`config.mk`:
```
export PLATFORM = sky130hd
export DESIGN_NAME = vvfe_seq
export DESIGN_NICKNAME = d
export VERILOG_FILES = /design/src/rtl/vvfe_pkg.sv /design/src/rtl/vvfe_nbr_unit.sv /design/src/rtl/vvfe_seq.sv
export SDC_FILE = /design/constraint.sdc
export NUM_CORES = 1
export LEC_CHECK = 0
export ABC_AREA = 1
export CORE_ASPECT_RATIO = 1.2
export CORE_MARGIN = 2
export CORE_UTILIZATION = 59
export DETAILED_ROUTE_END_ITERATION = 12
export DONT_BUFFER_PORTS = 1
export PLACE_DENSITY_LB_ADDON = 0.3
export SYNTH_ARGS = -nofsm -noshare
export SYNTH_HDL_FRONTEND = slang
export SYNTH_SLANG_ARGS = --single-unit
```
`constraint.sdc`:
```
create_clock -name clk -period 3.5 [get_ports clk]
set_input_delay 0.7 -clock clk [delete_from_list [all_inputs] [get_ports clk]]
set_output_delay 0.7 -clock clk [all_outputs]
set_load 0.03 [all_outputs]
```
`src/rtl/vvfe_pkg.sv`:
```
// Shared types, codes and constants of the voxel visible-face extractor.
`timescale 1ns / 1ps
`default_nettype none

package vvfe_pkg;

	// Default grid storage extent per axis
	localparam int MAX_DIM_DEF = 32;

	localparam int COORD_W = 5;
	localparam int SIZE_W  = 6;
	localparam int CELL_W  = 9;
	localparam int COLOR_W = 8;
	localparam int COUNT_W = 24;
	localparam int DIR_W   = 3;
	localparam int KIND_W  = 2;

	// Cell pattern that marks an empty voxel
	localparam logic [CELL_W-1:0] EMPTY_CELL = '1;

	// Vertices taken by one quad face
	localparam logic [COUNT_W:0] VERTS_PER_FACE = (COUNT_W + 1)'(4);

	// Item kinds
	localparam logic [KIND_W-1:0] KIND_WRITE   = 2'd0;
	localparam logic [KIND_W-1:0] KIND_QUERY   = 2'd1;
	localparam logic [KIND_W-1:0] KIND_RESTART = 2'd2;

	// Register indexes
	localparam logic [1:0] REG_SIZE_X = 2'd0;
	localparam logic [1:0] REG_SIZE_Y = 2'd1;
	localparam logic [1:0] REG_SIZE_Z = 2'd2;

	// Face direction of an invalid record
	localparam logic [DIR_W-1:0] DIR_POS_Y = 3'd0;

	// Axis codes, taken from the upper bits of a direction
	localparam logic [1:0] AXIS_Y = 2'd0;
	localparam logic [1:0] AXIS_Z = 2'd1;
	localparam logic [1:0] AXIS_X = 2'd2;

	typedef struct packed {
		logic [KIND_W-1:0]        kind;
		logic [COORD_W-1:0]       pos_x;
		logic [COORD_W-1:0]       pos_y;
		logic [COORD_W-1:0]       pos_z;
		logic signed [CELL_W-1:0] cell_color;
	} in_item_t;

	typedef struct packed {
		logic [SIZE_W-1:0] x;
		logic [SIZE_W-1:0] y;
		logic [SIZE_W-1:0] z;
	} cfg_sizes_t;

	typedef struct packed {
		logic               face_valid;
		logic [DIR_W-1:0]   face_dir;
		logic [COORD_W-1:0] face_x;
		logic [COORD_W-1:0] face_y;
		logic [COORD_W-1:0] face_z;
		logic [COLOR_W-1:0] face_color;
		logic [COUNT_W-1:0] vertex_base;
		logic               vertex_overflow;
		logic               last;
	} face_rec_t;

endpackage

`default_nettype wire

```
`src/rtl/vvfe_nbr_unit.sv`:
```
// Shared neighbour unit: steps one axis by one cell and checks it against the grid size.
`timescale 1ns / 1ps
`default_nettype none

module vvfe_nbr_unit
	import vvfe_pkg::*;
#(
	parameter int MAX_DIM = MAX_DIM_DEF
) (
	input  wire logic [COORD_W-1:0]        x,
	input  wire logic [COORD_W-1:0]        y,
	input  wire logic [COORD_W-1:0]        z,
	input  wire logic [DIR_W-1:0]          dir,
	input  wire logic [SIZE_W-1:0]         eff_x,
	input  wire logic [SIZE_W-1:0]         eff_y,
	input  wire logic [SIZE_W-1:0]         eff_z,
	output logic      [3*$clog2(MAX_DIM)-1:0] addr,
	output logic                           inb
);

	localparam int AW = $clog2(MAX_DIM);

	logic [COORD_W-1:0] c;
	logic [SIZE_W-1:0]  e;
	logic [SIZE_W-1:0]  n;
	logic [SIZE_W-1:0]  nx, ny, nz;
	logic               under;

	// Pick the axis the direction moves along
	always_comb begin
		unique case (dir[2:1])
			AXIS_Y: begin
				c = y;
				e = eff_y;
			end
			AXIS_Z: begin
				c = z;
				e = eff_z;
			end
			default: begin
				c = x;
				e = eff_x;
			end
		endcase
	end

	// Step by one cell and test the bound
	assign n     = dir[0] ? (SIZE_W'(c) - SIZE_W'(1)) : (SIZE_W'(c) + SIZE_W'(1));
	assign under = dir[0] && (c == '0);
	assign inb   = !under && (n < e);

	// Replace the moved coordinate
	always_comb begin
		nx = SIZE_W'(x);
		ny = SIZE_W'(y);
		nz = SIZE_W'(z);
		unique case (dir[2:1])
			AXIS_Y:  ny = n;
			AXIS_Z:  nz = n;
			default: nx = n;
		endcase
	end

	assign addr = {AW'(nz), AW'(ny), AW'(nx)};

endmodule

`default_nettype wire

```
`src/rtl/vvfe_seq.sv`:
```
// Item sequencer: writes cells, walks a query over centre and six neighbours, emits face records.
`timescale 1ns / 1ps
`default_nettype none

module vvfe_seq
	import vvfe_pkg::*;
#(
	parameter int MAX_DIM = MAX_DIM_DEF
) (
	input  wire logic                          clk,
	input  wire logic                          arst_n,
	input  wire logic                          in_valid,
	output logic                               in_ready,
	input  wire in_item_t                      in_item,
	input  wire cfg_sizes_t                    sizes,
	output logic                               mem_we,
	output logic      [3*$clog2(MAX_DIM)-1:0]  mem_addr,
	output logic      [CELL_W-1:0]             mem_wdata,
	input  wire logic [CELL_W-1:0]             mem_rdata,
	output logic                               rec_valid,
	input  wire logic                          rec_ready,
	output face_rec_t                          rec
);

	localparam int AW  = $clog2(MAX_DIM);
	localparam int GAW = 3 * AW;
	localparam logic [8:0] MAXD = 9'(MAX_DIM);

	localparam logic [1:0] ST_IDLE = 2'd0;
	localparam logic [1:0] ST_READ = 2'd1;
	localparam logic [1:0] ST_EMIT = 2'd2;

	logic [1:0]         state_q;
	logic [2:0]         step_q;
	logic [COORD_W-1:0] x_q, y_q, z_q;
	logic [COLOR_W-1:0] color_q;
	logic [5:0]         mask_q;
	logic               inv_q;
	logic               inb_q;
	logic [COUNT_W-1:0] count_q;
	logic               ovf_q;

	logic [SIZE_W-1:0]  eff_x, eff_y, eff_z;
	logic               in_fire, rec_fire;
	logic               ctr_inside, wr_in_range;
	logic [GAW-1:0]     in_addr, nb_addr;
	logic               nb_inb, nb_vis;
	logic [DIR_W-1:0]   nb_dir, ev_dir, lo_dir;
	logic [5:0]         mask_nx, lo_bit, mask_rest;
	logic [COUNT_W:0]   sum;

	// Effective extents, capped at the storage size
	assign eff_x = ({3'd0, sizes.x} > MAXD) ? SIZE_W'(MAX_DIM) : sizes.x;
	assign eff_y = ({3'd0, sizes.y} > MAXD) ? SIZE_W'(MAX_DIM) : sizes.y;
	assign eff_z = ({3'd0, sizes.z} > MAXD) ? SIZE_W'(MAX_DIM) : sizes.z;

	assign in_ready = (state_q == ST_IDLE);
	assign in_fire  = in_valid && in_ready;
	assign rec_fire = rec_valid && rec_ready;

	assign ctr_inside = (SIZE_W'(in_item.pos_x) < eff_x) && (SIZE_W'(in_item.pos_y) < eff_y) &&
		(SIZE_W'(in_item.pos_z) < eff_z);
	assign wr_in_range = (9'(in_item.pos_x) < MAXD) && (9'(in_item.pos_y) < MAXD) &&
		(9'(in_item.pos_z) < MAXD);
	assign in_addr = {AW'(in_item.pos_z), AW'(in_item.pos_y), AW'(in_item.pos_x)};

	// Neighbour of the step being issued
	assign nb_dir = step_q - 3'd1;

	vvfe_nbr_unit #(
		.MAX_DIM (MAX_DIM)
	) u_nbr (
		.x     (x_q),
		.y     (y_q),
		.z     (z_q),
		.dir   (nb_dir),
		.eff_x (eff_x),
		.eff_y (eff_y),
		.eff_z (eff_z),
		.addr  (nb_addr),
		.inb   (nb_inb)
	);

	// Memory port: input address while idle, neighbour address while reading
	assign mem_we    = in_fire && (in_item.kind == KIND_WRITE) && wr_in_range;
	assign mem_addr  = (state_q == ST_IDLE) ? in_addr : nb_addr;
	assign mem_wdata = $unsigned(in_item.cell_color);

	// Visibility of the neighbour whose cell has just come back
	assign ev_dir = step_q - 3'd2;
	assign nb_vis = !inb_q || (mem_rdata == EMPTY_CELL);

	always_comb begin
		mask_nx = mask_q;
		if (step_q >= 3'd2 && nb_vis) begin
			mask_nx[ev_dir] = 1'b1;
		end
	end

	// Lowest pending face
	always_comb begin
		lo_dir = '0;
		for (int i = 5; i >= 0; i--) begin
			if (mask_q[i]) begin
				lo_dir = DIR_W'(i);
			end
		end
	end
	assign lo_bit    = 6'd1 << lo_dir;
	assign mask_rest = mask_q & ~lo_bit;

	// Vertex allocation for the face on offer
	assign sum = {1'b0, count_q} + VERTS_PER_FACE;

	// Record on offer
	assign rec_valid = (state_q == ST_EMIT);
	always_comb begin
		rec.face_x     = x_q;
		rec.face_y     = y_q;
		rec.face_z     = z_q;
		rec.face_color = color_q;
		rec.vertex_base = count_q;
		if (inv_q) begin
			rec.face_valid      = 1'b0;
			rec.face_dir        = DIR_POS_Y;
			rec.vertex_overflow = ovf_q;
			rec.last            = 1'b1;
		end else begin
			rec.face_valid      = 1'b1;
			rec.face_dir        = lo_dir;
			rec.vertex_overflow = ovf_q | sum[COUNT_W];
			rec.last            = (mask_rest == '0);
		end
	end

	// Sequencer
	always_ff @(posedge clk or negedge arst_n) begin
		if (!arst_n) begin
			state_q <= ST_IDLE;
			step_q  <= '0;
			x_q     <= '0;
			y_q     <= '0;
			z_q     <= '0;
			color_q <= '0;
			mask_q  <= '0;
			inv_q   <= 1'b0;
			inb_q   <= 1'b0;
			count_q <= '0;
			ovf_q   <= 1'b0;
		end else begin
			unique case (state_q)
				ST_IDLE: begin
					if (in_fire) begin
						if (in_item.kind == KIND_QUERY) begin
							// Centre cell read goes out this cycle
							x_q    <= in_item.pos_x;
							y_q    <= in_item.pos_y;
							z_q    <= in_item.pos_z;
							step_q <= 3'd1;
							mask_q <= '0;
							if (ctr_inside) begin
								inv_q   <= 1'b0;
								state_q <= ST_READ;
							end else begin
								inv_q   <= 1'b1;
								color_q <= '0;
								state_q <= ST_EMIT;
							end
						end else if (in_item.kind == KIND_RESTART) begin
							count_q <= '0;
							ovf_q   <= 1'b0;
						end
					end
				end
				ST_READ: begin
					// Issue the next neighbour, judge the one returned
					step_q <= step_q + 3'd1;
					inb_q  <= nb_inb;
					if (step_q == 3'd1) begin
						if (mem_rdata == EMPTY_CELL) begin
							inv_q   <= 1'b1;
							color_q <= '0;
							state_q <= ST_EMIT;
						end else begin
							color_q <= mem_rdata[COLOR_W-1:0];
						end
					end else begin
						mask_q <= mask_nx;
						if (step_q == 3'd7) begin
							inv_q   <= (mask_nx == '0);
							state_q <= ST_EMIT;
						end
					end
				end
				ST_EMIT: begin
					if (rec_fire) begin
						if (inv_q) begin
							state_q <= ST_IDLE;
						end else begin
							count_q <= sum[COUNT_W-1:0];
							ovf_q   <= ovf_q | sum[COUNT_W];
							mask_q  <= mask_rest;
							if (mask_rest == '0) begin
								state_q <= ST_IDLE;
							end
						end
					end
				end
				default: begin
					state_q <= ST_IDLE;
				end
			endcase
		end
	end

endmodule

`default_nettype wire

```
==> impl_metrics.yaml <==
timing:
  fmax_mhz: 278
  hold_violations: 0
  max-slew-margin-rel: 0.592
  worst_slack_ns: -0.0992
  layout_worst_path_cycle_share: 1.03
  maxSlewViolCount: 0
  period_needed_ns: 3.60
  rsz0062_at_grt: "true"
  fin_worst_skew_ns: 0.00800
  finalSetupViolCount: 6
  worstMarginPinSlew_ns: 0.612
  finalHoldWorstSlack_ns: 0.0411
critical_path:
  r2r_slack_ns: 0.03
  cp_data_required_time_ns: 2.80
  crit_end: "mem_addr[9]"
  reg2regPathDepth: 22
  cp_common_cell: "nand2_2"
  crit_type: "flop to primary output"
  critPathCaptureType: "primary output"
  reg2reg_from: "step_q[1]"
  max_stage_delay_ns: 0.41
  worstPathMaxFanout: 4
  worstPathArrival_ns: 2.90
  crit_path_top_delay_cell: "dfrtp_1"
  startpoint: "step_q[1]"
  crit_path_start_kind: "flop"
  regToRegEndpoint: "inb_q"
  cp_cell_sequence: "inv_2 -> ha_4 -> inv_4 -> nand2_2 -> nand2_4 -> or2_0 -> o211ai_1 -> inv_1 -> ha_4 -> nand2_2 -> o21ai_2 -> xor2_1 -> buf_4 -> nand2_2 -> a21oi_2 -> buf_6"
drt:
  postRouteAntennaNets: 0
  via_count: 4938
  first_iter_violations: 341
  totalWireLength_mm: 15.0
  routed_via_density: 5.95
  wl_per_cell_um: 18.0
  drc: 0
  drt_pass1_iterations: 6
yosys:
  synth-seq-cells: 59
  async_flop_share: 1.00
  avgSynthCellArea_um2: 6.84
  syn_inst: 689
  synth_cell_types: 50
  synth-seq-area-share: 0.313
  synth-edff-count: 0
  syn_area_mm2: 0.00471
  yosys_warnings: 0
  ys.flop_type: "dfrtp_1"
power_and_ir_drop:
  seq_power_share: 0.164
  swShare: 0.549
  power-per-cell-area_mw_per_mm2: 1320
  p_sw_mw: 4.02
  pwr-share-comb: 0.748
  p_clk_frac: 0.088
  internal-power_mw: 3.30
  total_leakage_power_nw: 2.82
  peakVddDrop_mv: 0.945
die:
  io_pins: 137
  coreArea_mm2: 0.00771
  die-height_um: 102
  die-area_mm2: 0.00872
  start_util: 0.612
  row_count: 35
  die_w_um: 85.6
cts:
  insertion_delay_ns: 0.34
  clock_sinks: 59
  cts_buffers: 9
  cts_tree: "built"
  root_buffer: "clkbuf_8"
  clk_pin_slew_ns: 0.08
  cts_buffer_depth: 2
  h-tree-depth: 3
outcome:
  status: "finished, violations left"
  violations: "negative setup slack"
placed_design:
  gp_congestion: 0.968
  place_ws_ns: -0.000167
  place_hpwl_mm: 11.0
  dp.cells: 795
  port_buffers: 0
  postPlaceCellArea_mm2: 0.00500
finish:
  layout-drive-gt1-share: 0.196
  syn_to_final_growth_pct: 17.5
  instances_no_fill: 830
  final_cell_mix: "nand2_1, inv_1, dfrtp_1"
  nFillCells: 636
  fin_nets: 820
  fin_util: 0.719
  diodes: 0
  regArea_mm2: 0.00148
  multi_input_area_mm2: 0.00293
  mostFrequentLayoutCell: "nand2_1"
  final_cell_area_mm2: 0.00554
global_routing:
  overflow: 0
  grt_pass1_wl_mm: 23.0
  track_usage: 0.337
  antenna_found_initial: 0
  grt_max_degree: 60
  grt_pass1_vias: 4742
worst_hold_path:
  hp-class: "primary input to async pin"
job:
  drv_cap: 0
[metrics by stage]
| stage | setup TNS (ns) | power, mW |
|---|---|---|
| floorplan | 0 | 4.19 |
| global placement | 0 | 5.42 |
| detailed placement | -0.000167 | 5.48 |
| CTS | 0 | 6.61 |
| global route | -1.09 | 7.78 |
| finish | -0.314 | 7.32 |
[metal layers]
| layer | track usage | vias up | share of wire | routed length (um) |
|---|---|---|---|---|
| met1 | 0.370 | 2317 | 0.37 | 5500 |
| li1 | - | 2327 | - | - |
| met4 | 0.184 | 0 | 0.046 | 690 |
| met5 | 0 | - | 0 | 0 |
| met3 | 0.0864 | 55 | 0.087 | 1300 |
| met2 | 0.594 | 239 | 0.50 | 7480 |
[Yosys cell counts, types with 3 or more instances]
cell | number | share of area
o21ai_0 | 39 | 0.041
o211ai_1 | 3 | 0.0048
buf_2 | 6 | 0.0064
o221ai_1 | 5 | 0.0093
o21ai_2 | 3 | 0.0056
nor2_1 | 56 | 0.045
clkbuf_1 | 4 | 0.0032
nand3_2 | 3 | 0.0064
nand2_1 | 214 | 0.17
nand2_2 | 4 | 0.0053
nor3_2 | 3 | 0.0064
o21ai_1 | 7 | 0.0074
nand3_1 | 37 | 0.039
a21oi_1 | 31 | 0.033
inv_1 | 87 | 0.069
ha_1 | 29 | 0.077
nor2_2 | 6 | 0.0080
o22ai_1 | 5 | 0.0066
nor3_1 | 10 | 0.011
dfrtp_1 | 59 | 0.31
nand4_1 | 15 | 0.020
a31oi_1 | 7 | 0.0093
xor2_1 | 3 | 0.0056
inv_2 | 9 | 0.0072
buf_4 | 13 | 0.021
[sequential cells by signal (all words and copies together), names as in the netlist]
register / count
x_q: 5
inv_q: 1
color_q: 8
step_q: 3
state_q: 2
inb_q: 1
y_q: 5
ovf_q: 1
mask_q: 6
z_q: 5
count_q: 22
[worst min path at each step]
| stage | start | endpoint | depth (start not counted) |
|---|---|---|---|
| CTS | arst_n | mask_q[0] | 0 |
| detailed placement | arst_n | mask_q[0] | 0 |
| floorplan | arst_n | color_q[0] | 0 |
| global placement | arst_n | mask_q[0] | 0 |
| finish | arst_n | mask_q[1] | 0 |
| global route | arst_n | mask_q[1] | 0 |
[kinds of logic after synthesis]
group                      after synthesis  share of synthesized area
AOI/OAI and AO/OA                      113                      0.145
adders and majority gates               30                     0.0812
buffers and inverters                  120                      0.107
and+or+nand+nor                        362                      0.345
xor gates and xnor gates                 4                    0.00743
other                                    1                   0.000795
DFF                                     59                      0.313
[cell type report]
class                           count  area share
Multi-Input combinational cell    511       0.530
Sequential cell                    59       0.267
Timing Repair Buffer               55      0.0802
Inverter                           97      0.0664
Clock buffer                        9      0.0224
Tap cell                           92      0.0208
Clock inverter                      7      0.0138
[power groups by stage]
| stage | clock (mW) | combinational [mW] | sequential, mW |
|---|---|---|---|
| 3_5_place_dp | 0 | 4.28 | 1.20 |
| 6_report | 0.643 | 5.47 | 1.20 |
| 3_3_place_gp | 0 | 4.23 | 1.20 |
| 2_1_floorplan | 0 | 2.96 | 1.23 |
| 5_1_grt | 0.681 | 5.88 | 1.21 |
| 4_1_cts | 0.648 | 4.77 | 1.19 |
[worst max-delay path: cells and delay by family (launching register included)]
family / cells / cell delay [ns]
buf+inv: 5 / 0.57
fa+ha+maj: 2 / 0.46
compound gates: 3 / 0.42
flops: 1 / 0.41
xor+xnor: 1 / 0.17
simple gates: 5 / 0.53
[repair_timing]
action                                  4_1_cts  5_1_grt
pin swaps                                    15       20
gates resized for setup                      21       31
setup buffers                                13        6
hold buffers                                  0        0
endpoints found under the setup margin       13       13
No activity file was read; power rests on OpenSTA's default activity.
